[src/rtl/sha1_pkg.sv]
// ----------------------------------------------------------------------------
// sha1_pkg
// shared types, constants and command structs of the sha-1 digest core
// ----------------------------------------------------------------------------
package sha1_pkg;

  localparam int unsigned WordW       = 32;
  localparam int unsigned BlockWords  = 16;
  localparam int unsigned Rounds      = 80;
  localparam int unsigned DigestWords = 5;
  localparam int unsigned RoundW      = $clog2(Rounds);
  localparam int unsigned CntW        = $clog2(BlockWords);
  localparam int unsigned IdxW        = 3;
  localparam int unsigned LenW        = 64;

  typedef logic [WordW-1:0] word_t;

  localparam word_t Iv [DigestWords] = '{
    32'h6745_2301, 32'hEFCD_AB89, 32'h98BA_DCFE, 32'h1032_5476, 32'hC3D2_E1F0
  };

  localparam word_t PadMark = 32'h8000_0000;

  // word pushed into the block window
  typedef enum logic [2:0] {
    PushData,
    PushMark,
    PushZero,
    PushLenHi,
    PushLenLo
  } push_sel_e;

  // round function group, twenty rounds each
  typedef enum logic [1:0] {
    StageCh,
    StageParA,
    StageMaj,
    StageParB
  } stage_e;

  function automatic word_t round_k(stage_e stage);
    word_t k;
    case (stage)
      StageCh:   k = 32'h5A82_7999;
      StageParA: k = 32'h6ED9_EBA1;
      StageMaj:  k = 32'h8F1B_BCDC;
      default:   k = 32'hCA62_C1D6;
    endcase
    return k;
  endfunction

  typedef struct packed {
    logic            push;
    push_sel_e       push_sel;
    logic            len_add;
    logic            load_work;
    logic            round_en;
    stage_e          stage;
    logic            chain_add;
    logic            clear;
    logic [IdxW-1:0] out_sel;
  } cmd_t;

  typedef struct packed {
    logic cnt_is_14;
    logic cnt_is_15;
  } sts_t;

endpackage

[src/rtl/sha1_ctrl.sv]
// ----------------------------------------------------------------------------
// sha1_ctrl
// sequencer: word intake, padding, round count and digest output
// ----------------------------------------------------------------------------
module sha1_ctrl (
  input  logic                    clk_i,
  input  logic                    rst_ni,
  input  logic                    in_valid_i,
  input  logic                    in_last_i,
  input  logic                    in_full_word_i,
  output logic                    in_ready_o,
  output logic                    out_valid_o,
  input  logic                    out_ready_i,
  output logic                    out_last_o,
  input  sha1_pkg::sts_t          sts_i,
  output sha1_pkg::cmd_t          cmd_o
);

  localparam logic [2:0] S_IDLE  = 3'd0;
  localparam logic [2:0] S_PAD   = 3'd1;
  localparam logic [2:0] S_ROUND = 3'd2;
  localparam logic [2:0] S_ADD   = 3'd3;
  localparam logic [2:0] S_OUT   = 3'd4;

  localparam logic [sha1_pkg::RoundW-1:0] LastRound = sha1_pkg::RoundW'(sha1_pkg::Rounds - 1);
  localparam logic [sha1_pkg::IdxW-1:0]   LastIdx   =
    sha1_pkg::IdxW'(sha1_pkg::DigestWords - 1);

  logic [2:0]                   state_q, state_d;
  logic [2:0]                   ret_q, ret_d;
  logic [sha1_pkg::RoundW-1:0]  round_q, round_d;
  logic [sha1_pkg::IdxW-1:0]    idx_q, idx_d;
  logic                         mark_q, mark_d;
  logic                         lenhi_q, lenhi_d;
  sha1_pkg::push_sel_e          pad_sel;

  always_comb begin
    if (mark_q) begin
      pad_sel = sha1_pkg::PushMark;
    end else if (lenhi_q) begin
      pad_sel = sha1_pkg::PushLenLo;
    end else if (sts_i.cnt_is_14) begin
      pad_sel = sha1_pkg::PushLenHi;
    end else begin
      pad_sel = sha1_pkg::PushZero;
    end
  end

  always_comb begin
    state_d     = state_q;
    ret_d       = ret_q;
    round_d     = round_q;
    idx_d       = idx_q;
    mark_d      = mark_q;
    lenhi_d     = lenhi_q;
    in_ready_o  = 1'b0;
    out_valid_o = 1'b0;
    cmd_o       = '0;
    cmd_o.push_sel = sha1_pkg::PushData;
    cmd_o.out_sel  = idx_q;
    if (round_q < sha1_pkg::RoundW'(20)) begin
      cmd_o.stage = sha1_pkg::StageCh;
    end else if (round_q < sha1_pkg::RoundW'(40)) begin
      cmd_o.stage = sha1_pkg::StageParA;
    end else if (round_q < sha1_pkg::RoundW'(60)) begin
      cmd_o.stage = sha1_pkg::StageMaj;
    end else begin
      cmd_o.stage = sha1_pkg::StageParB;
    end

    unique case (state_q)
      S_IDLE: begin
        in_ready_o = 1'b1;
        if (in_valid_i) begin
          cmd_o.push    = 1'b1;
          cmd_o.len_add = 1'b1;
          mark_d        = in_last_i & in_full_word_i;
          lenhi_d       = 1'b0;
          if (in_last_i) begin
            state_d = S_PAD;
          end
          if (sts_i.cnt_is_15) begin
            cmd_o.load_work = 1'b1;
            round_d         = '0;
            ret_d           = in_last_i ? S_PAD : S_IDLE;
            state_d         = S_ROUND;
          end
        end
      end
      S_PAD: begin
        cmd_o.push     = 1'b1;
        cmd_o.push_sel = pad_sel;
        if (pad_sel == sha1_pkg::PushMark) begin
          mark_d = 1'b0;
        end
        if (pad_sel == sha1_pkg::PushLenHi) begin
          lenhi_d = 1'b1;
        end
        if (sts_i.cnt_is_15) begin
          cmd_o.load_work = 1'b1;
          round_d         = '0;
          ret_d           = (pad_sel == sha1_pkg::PushLenLo) ? S_OUT : S_PAD;
          state_d         = S_ROUND;
        end
      end
      S_ROUND: begin
        cmd_o.round_en = 1'b1;
        round_d        = round_q + 1'b1;
        if (round_q == LastRound) begin
          state_d = S_ADD;
        end
      end
      S_ADD: begin
        cmd_o.chain_add = 1'b1;
        idx_d           = '0;
        state_d         = ret_q;
      end
      S_OUT: begin
        out_valid_o = 1'b1;
        if (out_ready_i) begin
          if (idx_q == LastIdx) begin
            cmd_o.clear = 1'b1;
            state_d     = S_IDLE;
          end else begin
            idx_d = idx_q + 1'b1;
          end
        end
      end
      default: begin
        state_d = S_IDLE;
      end
    endcase
  end

  assign out_last_o = (idx_q == LastIdx);

  always_ff @(posedge clk_i or negedge rst_ni) begin
    if (!rst_ni) begin
      state_q <= S_IDLE;
      ret_q   <= S_IDLE;
      round_q <= '0;
      idx_q   <= '0;
      mark_q  <= 1'b0;
      lenhi_q <= 1'b0;
    end else begin
      state_q <= state_d;
      ret_q   <= ret_d;
      round_q <= round_d;
      idx_q   <= idx_d;
      mark_q  <= mark_d;
      lenhi_q <= lenhi_d;
    end
  end

endmodule

[src/rtl/sha1_dp.sv]
// ----------------------------------------------------------------------------
// sha1_dp
// datapath: message window, round unit, chaining value and bit length
// ----------------------------------------------------------------------------
module sha1_dp (
  input  logic                        clk_i,
  input  logic                        rst_ni,
  input  sha1_pkg::cmd_t              cmd_i,
  output sha1_pkg::sts_t              sts_o,
  input  sha1_pkg::word_t             data_word_i,
  input  logic [2:0]                  byte_count_i,
  input  logic                        message_end_i,
  output sha1_pkg::word_t             digest_word_o
);

  sha1_pkg::word_t              w_q [sha1_pkg::BlockWords];
  sha1_pkg::word_t              chain_q [sha1_pkg::DigestWords];
  sha1_pkg::word_t              a_q, b_q, c_q, d_q, e_q;
  logic [sha1_pkg::CntW-1:0]    cnt_q;
  logic [sha1_pkg::LenW-1:0]    len_q;

  logic [2:0]       sat_count;
  logic [5:0]       len_step;
  sha1_pkg::word_t  keep, mark, last_word, push_word, shift_in, sched, f, t;

  // valid bytes of a partial last word, and the marker just after them
  always_comb begin
    sat_count = byte_count_i[2] ? 3'd4 : byte_count_i;
    case (byte_count_i[1:0])
      2'd0:    begin keep = 32'h0000_0000; mark = 32'h8000_0000; end
      2'd1:    begin keep = 32'hFF00_0000; mark = 32'h0080_0000; end
      2'd2:    begin keep = 32'hFFFF_0000; mark = 32'h0000_8000; end
      default: begin keep = 32'hFFFF_FF00; mark = 32'h0000_0080; end
    endcase
    last_word = byte_count_i[2] ? data_word_i : ((data_word_i & keep) | mark);
    len_step  = message_end_i ? {sat_count, 3'b000} : 6'd32;
  end

  always_comb begin
    case (cmd_i.push_sel)
      sha1_pkg::PushData:  push_word = message_end_i ? last_word : data_word_i;
      sha1_pkg::PushMark:  push_word = sha1_pkg::PadMark;
      sha1_pkg::PushLenHi: push_word = len_q[63:32];
      sha1_pkg::PushLenLo: push_word = len_q[31:0];
      default:             push_word = '0;
    endcase
  end

  // schedule word sixteen rounds ahead of the one in use
  assign sched = {w_q[13][30:0] ^ w_q[8][30:0] ^ w_q[2][30:0] ^ w_q[0][30:0],
                  w_q[13][31] ^ w_q[8][31] ^ w_q[2][31] ^ w_q[0][31]};
  assign shift_in = cmd_i.round_en ? sched : push_word;

  always_comb begin
    case (cmd_i.stage)
      sha1_pkg::StageCh:  f = (b_q & c_q) | (~b_q & d_q);
      sha1_pkg::StageMaj: f = (b_q & c_q) | (b_q & d_q) | (c_q & d_q);
      default:            f = b_q ^ c_q ^ d_q;
    endcase
    t = {a_q[26:0], a_q[31:27]} + f + e_q + sha1_pkg::round_k(cmd_i.stage) + w_q[0];
  end

  assign sts_o.cnt_is_14 = (cnt_q == sha1_pkg::CntW'(14));
  assign sts_o.cnt_is_15 = (cnt_q == sha1_pkg::CntW'(15));

  assign digest_word_o = chain_q[cmd_i.out_sel];

  // window shifts on every pushed word and on every round
  always_ff @(posedge clk_i) begin
    if (cmd_i.push || cmd_i.round_en) begin
      for (int i = 0; i < sha1_pkg::BlockWords - 1; i++) begin
        w_q[i] <= w_q[i+1];
      end
      w_q[sha1_pkg::BlockWords-1] <= shift_in;
    end
  end

  always_ff @(posedge clk_i) begin
    if (cmd_i.load_work) begin
      a_q <= chain_q[0];
      b_q <= chain_q[1];
      c_q <= chain_q[2];
      d_q <= chain_q[3];
      e_q <= chain_q[4];
    end else if (cmd_i.round_en) begin
      a_q <= t;
      b_q <= a_q;
      c_q <= {b_q[1:0], b_q[31:2]};
      d_q <= c_q;
      e_q <= d_q;
    end
  end

  always_ff @(posedge clk_i or negedge rst_ni) begin
    if (!rst_ni) begin
      for (int i = 0; i < sha1_pkg::DigestWords; i++) begin
        chain_q[i] <= sha1_pkg::Iv[i];
      end
      cnt_q <= '0;
      len_q <= '0;
    end else begin
      if (cmd_i.clear) begin
        for (int i = 0; i < sha1_pkg::DigestWords; i++) begin
          chain_q[i] <= sha1_pkg::Iv[i];
        end
        len_q <= '0;
        cnt_q <= '0;
      end else begin
        if (cmd_i.chain_add) begin
          chain_q[0] <= chain_q[0] + a_q;
          chain_q[1] <= chain_q[1] + b_q;
          chain_q[2] <= chain_q[2] + c_q;
          chain_q[3] <= chain_q[3] + d_q;
          chain_q[4] <= chain_q[4] + e_q;
        end
        if (cmd_i.len_add) begin
          len_q <= len_q + sha1_pkg::LenW'(len_step);
        end
        if (cmd_i.push) begin
          cnt_q <= cnt_q + 1'b1;
        end
      end
    end
  end

endmodule

[src/rtl/sha1_message_digest_core.sv]
// ----------------------------------------------------------------------------
// sha1_message_digest_core
// sha-1 digest over a stream of big-endian 32-bit message words
// ----------------------------------------------------------------------------
// intake: a word beat is taken whenever the core is idle; each full 16-word block then
//   holds the input while its rounds and the chain update run,
//   since all rounds run on the single shared round unit
// after the last word: padding pushes 2 to 18 words (one per cycle between rounds),
//   one or two blocks are hashed, then five digest beats, one per cycle while ready
// reset: asynchronous active-low, chaining value back to the initial hash
module sha1_message_digest_core (
  input  logic        clk_i,
  input  logic        rst_ni,
  // message words
  input  logic        s_axis_tvalid_i,
  output logic        s_axis_tready_o,
  input  logic [39:0] s_axis_tdata_i,   // [31:0] data_word, [34:32] byte_count, zero fill
  input  logic        s_axis_tlast_i,   // message_end
  // digest words
  output logic        m_axis_tvalid_o,
  input  logic        m_axis_tready_i,
  output logic [39:0] m_axis_tdata_o,   // [31:0] digest_word, [34:32] word_index, zero fill
  output logic        m_axis_tlast_o    // digest_last
);

  sha1_pkg::cmd_t  cmd;
  sha1_pkg::sts_t  sts;
  sha1_pkg::word_t digest_word;

  // sequencer: decides what gets pushed into the window and when rounds run
  sha1_ctrl u_ctrl (
    .clk_i          (clk_i),
    .rst_ni         (rst_ni),
    .in_valid_i     (s_axis_tvalid_i),
    .in_last_i      (s_axis_tlast_i),
    .in_full_word_i (s_axis_tdata_i[34]),   // byte_count of four or more
    .in_ready_o     (s_axis_tready_o),
    .out_valid_o    (m_axis_tvalid_o),
    .out_ready_i    (m_axis_tready_i),
    .out_last_o     (m_axis_tlast_o),
    .sts_i          (sts),
    .cmd_o          (cmd)
  );

  // window, round unit and chaining value
  sha1_dp u_dp (
    .clk_i          (clk_i),
    .rst_ni         (rst_ni),
    .cmd_i          (cmd),
    .sts_o          (sts),
    .data_word_i    (s_axis_tdata_i[31:0]),
    .byte_count_i   (s_axis_tdata_i[34:32]),
    .message_end_i  (s_axis_tlast_i),
    .digest_word_o  (digest_word)
  );

  // digest beat straight from the chain registers, held until taken
  assign m_axis_tdata_o = {5'b00000, cmd.out_sel, digest_word};

endmodule
[config.mk]
export PLATFORM = sky130hd
export DESIGN_NAME = sha1_message_digest_core
export DESIGN_NICKNAME = d
export VERILOG_FILES = /design/src/rtl/sha1_pkg.sv /design/src/rtl/sha1_ctrl.sv /design/src/rtl/sha1_dp.sv /design/src/rtl/sha1_message_digest_core.sv
export SDC_FILE = /design/constraint.sdc
export NUM_CORES = 2
export LEC_CHECK = 0
export BUFFER_PORTS_ARGS = -buffer_cell sky130_fd_sc_hd__buf_2
export CAP_MARGIN = 5
export CORE_MARGIN = 1.5
export CORE_UTILIZATION = 25
export DETAILED_ROUTE_END_ITERATION = 8
export GPL_TIMING_DRIVEN = 0
export PLACE_DENSITY_LB_ADDON = 0.12
export REMOVE_ABC_BUFFERS = 1
export SLEW_MARGIN = 20
export SYNTH_ARGS = -nofsm -noshare
export SYNTH_HDL_FRONTEND = slang
export SYNTH_SLANG_ARGS = --single-unit
[constraint.sdc]
create_clock -name clk_i -period 39.9 [get_ports clk_i]
set_clock_uncertainty 0.2 [all_clocks]
set_input_delay 1.995 -clock clk_i [delete_from_list [all_inputs] [get_ports clk_i]]
set_output_delay 1.995 -clock clk_i [all_outputs]
set_load 0.005 [all_outputs]
# Yosys cells after proc, flatten, opt, wreduce, memory -nomap -nowiden
# Memory sizes are Yosys's and may differ from the RTL's.
# Cells that the tools add are included.
[word_totals] regBits=406 mem_bits_rw=512 in_bits=45 output_inout_bits=43 elab_cells=179 memories=1
[op_classes] n_addsub=13 n_lt_le_gt_ge=4 eq_ne=28 n_mux=77 n_bitwise=20 reduce_logical=18
[mem_list] memory="u_dp.w_q" words=16 width=32 read_ports=16 rd_clocked_by_memory_dff=0 wr=16 line_no="sha1_dp.sv:16" rtl="sha1_pkg::word_t w_q [sha1_pkg::BlockWords];"
[op_table] op="32-bit two-way mux" count=15
[op_table] op="160-bit two-way mux" count=2
[op_table] op="32-bit adder" count=9
[op_table] op="32-bit one-hot mux with 3 select lines" count=3
[op_table] op="32-bit bitwise AND" count=5
[op_table] op="64-bit two-way mux" count=2
[op_table] op="32-bit bitwise OR" count=4
[op_table] op="32-bit one-hot mux with 4 select lines" count=1
[op_table] op="32-bit binary-select mux with 3-bit select" count=1
[op_table] op="31-bit bitwise XOR" count=3
[op_table] op="64-bit by 6-bit adder with 64-bit output" count=1
[op_table] op="32-bit one-hot mux with 2 select lines" count=1
[op_table] op="32-bit bitwise XOR" count=2
[op_table] op="3-bit two-way mux" count=17
[op_table] op="32-bit inverter" count=1
[op_table] op="7-bit one-hot mux with 3 select lines" count=1
[op_table] op="1-bit two-way mux" count=19
[op_table] op="3-bit one-hot mux with 5 select lines" count=1
[op_table] op="7-bit by 6-bit < comparator with 1-bit output, second input constant" count=2
[op_table] op="7-bit two-way mux" count=2
[op_table] op="3-bit by 2-bit equality test with 1-bit output, second input constant" count=4
[op_table] op="3-bit equality test, second input constant" count=4
[op_table] op="2-bit inequality test, second input constant" count=6
[op_table] op="3-bit one-hot mux with 2 select lines" count=2
[op_table] op="28 further kinds" count=52

# Longest topological paths before layout
[depth] depth_word=12 mapped_depth=29 depth_no_buf=26

# Hierarchy
# From an unflattened synthesis, not the netlist that was laid out.
[hier_totals] cells_unflattened=4199 hier_area_um2=48245.0
[by_module_without_submodules] mod="sha1_dp" instances=1 cells_per_inst=4079 area_each_um2=47195.3 seq_area_each_um2=25909.8
[by_module_without_submodules] mod="sha1_ctrl" instances=1 cells_per_inst=114 area_each_um2=1008.5 seq_area_each_um2=425.4
[by_module_without_submodules] mod="sha1_message_digest_core" instances=1 cells_per_inst=6 area_each_um2=41.3 seq_area_each_um2=0.0

# Least setup slack after synthesis
# No wires, ideal clock.
[synth_timing] kind="in2reg" start="in s_axis_tvalid_i" end="mem u_dp.w_q[0][0] (netlist name) (enable)" setup_ns=3.686 arrival_ns=10.743 t_required_ns=36.014 setup_slack_ns=25.271 stages=4 path_buffers=1 path_cell_list="and2_1 > clkbuf_1 > nor2_1 > nand2_1"
[synth_rtl] element="start, declared" line_no="sha1_message_digest_core.sv:15" rtl="input logic s_axis_tvalid_i,"
[synth_rtl] element="end, declared" line_no="sha1_dp.sv:16"

# Worst setup path after layout
[layout_timing] start="reg u_ctrl.round_q[4] (netlist name)" end="reg u_dp.a_q[31] (data pin)"
[layout_via] elab_chain_len=12 elab_cells_between_ends=17 cone_classes="4 x add/sub; 3 x order compare; 2 x eq/ne; 7 x mux; 1 x reduce/logical"
[layout_rtl] element="start, declared" line_no="sha1_ctrl.sv:31" rtl="logic [sha1_pkg::RoundW-1:0] round_q, round_d;"
[layout_rtl] element="start signal, assigned" line_no="sha1_ctrl.sv:148" rtl="round_q <= round_d;"
[layout_rtl] element="7-bit by 6-bit < comparator with 1-bit output" line_no="sha1_ctrl.sv:65" rtl="end else if (round_q < sha1_pkg::RoundW'(60)) begin"
[layout_rtl] element="1-bit two-way mux" line_no="sha1_ctrl.sv:65"
[layout_rtl] element="2-bit two-way mux" line_no="sha1_ctrl.sv:63" rtl="end else if (round_q < sha1_pkg::RoundW'(40)) begin"
[layout_rtl] element="2-bit two-way mux (*)" line_no="sha1_ctrl.sv:61" rtl="if (round_q < sha1_pkg::RoundW'(20)) begin"
[layout_rtl] element="2-bit equality test / 2-bit logical NOT (equally long branches)" line_no="sha1_pkg.sv:43, sha1_dp.sv:55"
[layout_rtl] element="32-bit one-hot mux with 2 select lines" line_no="sha1_dp.sv:55" rtl="case (cmd_i.stage)"
[layout_rtl] element="32-bit adder (2 in series)" line_no="sha1_dp.sv:60" rtl="t = {a_q[26:0], a_q[31:27]} + f + e_q + sha1_pkg::round_k(cmd_i.stage) + w_q[0];"
[layout_rtl] element="32-bit adder (*) (2 in series)" line_no="sha1_dp.sv:60"
[layout_rtl] element="32-bit two-way mux (*)" line_no="sha1_dp.sv:85" rtl="end else if (cmd_i.round_en) begin"
[layout_rtl] element="32-bit two-way mux (*)" line_no="sha1_dp.sv:79" rtl="if (cmd_i.load_work) begin"
[layout_rtl] element="end signal, assigned" line_no="sha1_dp.sv:80" rtl="a_q <= chain_q[0];"
[layout_rtl] element="end signal, assigned" line_no="sha1_dp.sv:86" rtl="a_q <= t;"
[layout_rtl] element="end, declared" line_no="sha1_dp.sv:18" rtl="sha1_pkg::word_t a_q, b_q, c_q, d_q, e_q;"
# Every way passes the cells marked *; elsewhere a longest branch is shown, timed or not. The select of a mux whose other input is x is not followed.
# A chain may end at the register's enable or synchronous reset.

==> results.txt <==
Tot Pwr -> 2.06 mW
RSZ-0062 raised after global routing -> no
Die Width -> 439 um
Post-CTS resize count -> 0
Setup violations, final -> 0
H-tree depth -> 3
Gr busiest metal -> met2
Status -> completed
Worst vdd ir -> 0.0326 mV
Die area -> 0.192 mm^2
Grt met1 use -> 21.2%
CP max FO -> 15
Mapped Cells -> 4088
Pre-CTS setup slack -> 31.35 ns
Synth cell types -> 84
Fmax -> 120 MHz
GP Congestion -> 0.842
Initial Utilization -> 25.2%
Worst slew pin tran -> 1.06 ns
Setup TNS -> 0 ns
WP data arrival -> 8.60 ns
Worst Path Required -> 40.19 ns
I/O pin count -> 88
Post-synth EDFFs -> 672
First-pass iteration count of the detailed router -> 5
Clock Power Share -> 50.1%
Crit path buf inv count -> 3
Total number of vias -> 31.0k
Logic gate share of total power -> 0.8%
Core Area -> 0.188 mm^2
Final Non-Filler Cells -> 6803
Psw -> 440 uW
Vias per std cell -> 4.56
Overall Global Routing Usage -> 15.0%
Most frequent cells in the layout -> edfxtp_1, nand2_1, a21oi_1, inv_1
Initial antenna violation count -> 2
Power Density -> 37.0 mW/mm^2
Delay-heaviest family, CP -> compound AO/OA/AOI/OAI gates
Largest net degree at the start of global routing -> 78
Cell Area, Synth -> 0.0474 mm^2
Via count of the first global-routing pass -> 31.6k
Avg Inst Size Synth -> 11.6 um^2
Sequential-to-total area share from yosys stat -> 55.5%
Lkg Pwr -> 22.2 nW
Starting DRC count in detailed routing -> 2205
Nets -> 4590
Slowest-stage cell, CP -> a21oi_1
Commonest non-fill, non-tap cell in the layout -> edfxtp_1
Part of the cycle the worst path needs -> 20.8%
Minimum clock period -> 8.31 ns
Syn. warnings -> 0
Routed WL -> 144000 um
Die Span Y -> 439 um
Switching Share -> 21.4%
Antenna cells -> 0
FP Rows -> 159
Wirelength per Cell -> 21.1 um
Endpoints failing hold -> 0
GRT overflow -> 0
Post-CTS Hold Fix Bufs -> 0
Final ANT Viol Nets -> 0
Max Transition Viols Final -> 0
CP cell instances -> or2_2, a21oi_1, inv_1, ha_2, a22oi_1, a21oi_1, fa_1, fa_1, inv_1, fa_1, inv_1, ha_1, nor2b_1, o31a_1, o31a_1, a211oi_2, o21a_1, o31ai_1, nor4b_1, o31ai_1, a21oi_1, xnor2_1, o21ai_1
CTS clk-pin slew, worst paths -> 0.06 ns
CTS tree -> yes
Worst setup EP type -> register
Final worst slack -> 31.59 ns
Register share of total power -> 49.1%
CTS root buffer -> clkbuf_16
Inst Count DP -> 6594
Layout overhead on the synthesized area -> 17.4%
Setup CP Type -> reg -> reg
Post-route cell area -> 0.0557 mm^2
DRC viols -> 0
Pint -> 1.62 mW
Nature of the critical path startpoint -> register
Layout cells sized above 1 -> 11.8%
Ys flop type -> edfxtp_1
Clock Latency Late Sink -> 0.73 ns
Slew margin rel. -> 29.0%
Ys async rst share -> 26.5%
IO Port Bufs -> 77
Critical path's largest stage delay -> 0.84 ns
Total CTS buffers -> 113
CTS sink cnt -> 914
First-pass GRT wire length -> 215000 um
#FFs+latches synth -> 914
Max-cap violation count -> 0
Final HPWL from detailed placement -> 105000 um
Met3 Use GR -> 1.83%
Hold/Removal Path Class -> reg -> reg
Area after DPL -> 0.0520 mm^2
CTS Buffer Depth -> 3
Setup bufs post-CTS -> 0
Routing usage on met2 -> 24.2%
## worst paths after layout
check / cells past startpoint / to / startpoint / slack (ns)
min in group asynchronous: 1 / u_dp.chain_q[26]$_DFFE_PN0P_ / rst_ni / 1.05
max: 23 / u_dp.a_q[31]$_DFFE_PP_ / u_ctrl.round_q[4]$_DFFE_PN0P_ / 31.59
min reg2reg: 0 / u_dp.w_q[0][16]$_DFFE_PP_ / u_dp.w_q[0][48]$_DFFE_PP_ / 0.20
max reg2reg: 23 / u_dp.a_q[31]$_DFFE_PP_ / u_ctrl.round_q[4]$_DFFE_PN0P_ / 31.59
max in group asynchronous: 3 / u_dp.chain_q[4]$_DFFE_PN1P_ / rst_ni / 37.24
min: 0 / u_dp.w_q[0][16]$_DFFE_PP_ / u_dp.w_q[0][48]$_DFFE_PP_ / 0.20
## per-layer routing
| layer | share of wire (%) | up-vias |
|---|---|---|
| met2 | 46 | 429 |
| li1 | - | 14900 |
| met4 | 1.9 | 0 |
| met3 | 3.0 | 175 |
| met1 | 49 | 15500 |
| met5 | 0 | - |
## state kept, by name, indices dropped and copies added, names as in the netlist
name and flops:
u_ctrl.idx_q 3, u_ctrl.lenhi_q 1, u_ctrl.mark_q 1, u_ctrl.ret_q 2, u_ctrl.round_q 7, u_ctrl.state_q 3, u_dp.a_q 32, u_dp.b_q 32
u_dp.c_q 32, u_dp.chain_q 160, u_dp.cnt_q 4, u_dp.d_q 32, u_dp.e_q 32, u_dp.len_q 61, u_dp.w_q 512
## metrics by stage
step           hold WS, ns  utilization (%)
2_1_floorplan        0.200                -
3_3_place_gp         0.200             26.8
3_5_place_dp         0.205             27.6
4_1_cts              0.204             29.6
5_1_grt              0.211             29.6
6_report             0.200             29.6
## kinds of logic after synthesis
kind of cell,synth area share [%]
multiplexers,2.34
AO/OA/AOI/OAI,11.8
adder cells (fa/ha/maj),10.7
other,0.00791
XOR/XNOR,5.87
AND/OR/NAND/NOR,10.5
buffers and inverters,3.24
flip-flops,55.5
## area by class of cell
class / instances / area, um^2
Tap cell: 2495 / 3120
Multi-Input combinational cell: 2775 / 19700
Timing Repair Buffer: 156 / 1890
Clock buffer: 154 / 3080
Inverter: 254 / 953
Fill cell: 19500 / 133000
Clock inverter: 55 / 583
Sequential cell: 914 / 26300
## cell usage after synthesis, types with 9 or more instances
cell      number  area share [%]
edfxtp_1     672              43
nand2_1      605             4.8
a21oi_1      265             2.8
inv_1        251             2.0
nor2_1       222             1.8
o21ai_0      220             2.3
ha_1         205             5.4
xnor2_1      192             3.5
dfrtp_1      162             8.5
clkbuf_1     135             1.1
fa_1         126             5.3
xor2_1       126             2.3
nand3_1       92            0.97
a21o_1        80             1.3
dfstp_2       80             4.4
nor3_1        62            0.65
o21ai_1       61            0.64
o22ai_1       35            0.46
and3_1        33            0.44
mux2_2        32            0.76
mux4_2        32             1.5
a22o_1        31            0.57
nand2b_1      29            0.38
a211oi_1      24            0.38
a22oi_1       24            0.38
o21bai_1      21            0.33
o21a_1        20            0.32
a31oi_1       19            0.25
nand4_1       19            0.25
or3_1         17            0.22
a221o_1       14            0.30
and2_1        14            0.18
nor2b_1       13            0.17
o31ai_1       11            0.17
o211ai_1      10            0.16
and4_1         9            0.17
## power groups by stage
| stage | Combinational [mW] | Clock (mW) | Sequential (mW) |
|---|---|---|---|
| floorplan | 0.00387 | 0 | 1.03 |
| global placement | 0.0160 | 0 | 1.03 |
| detailed placement | 0.0171 | 0 | 1.03 |
| CTS | 0.0172 | 1.07 | 1.01 |
| global route | 0.0180 | 1.11 | 1.01 |
| finish | 0.0160 | 1.03 | 1.01 |
(Power assumes the default switching activity.)
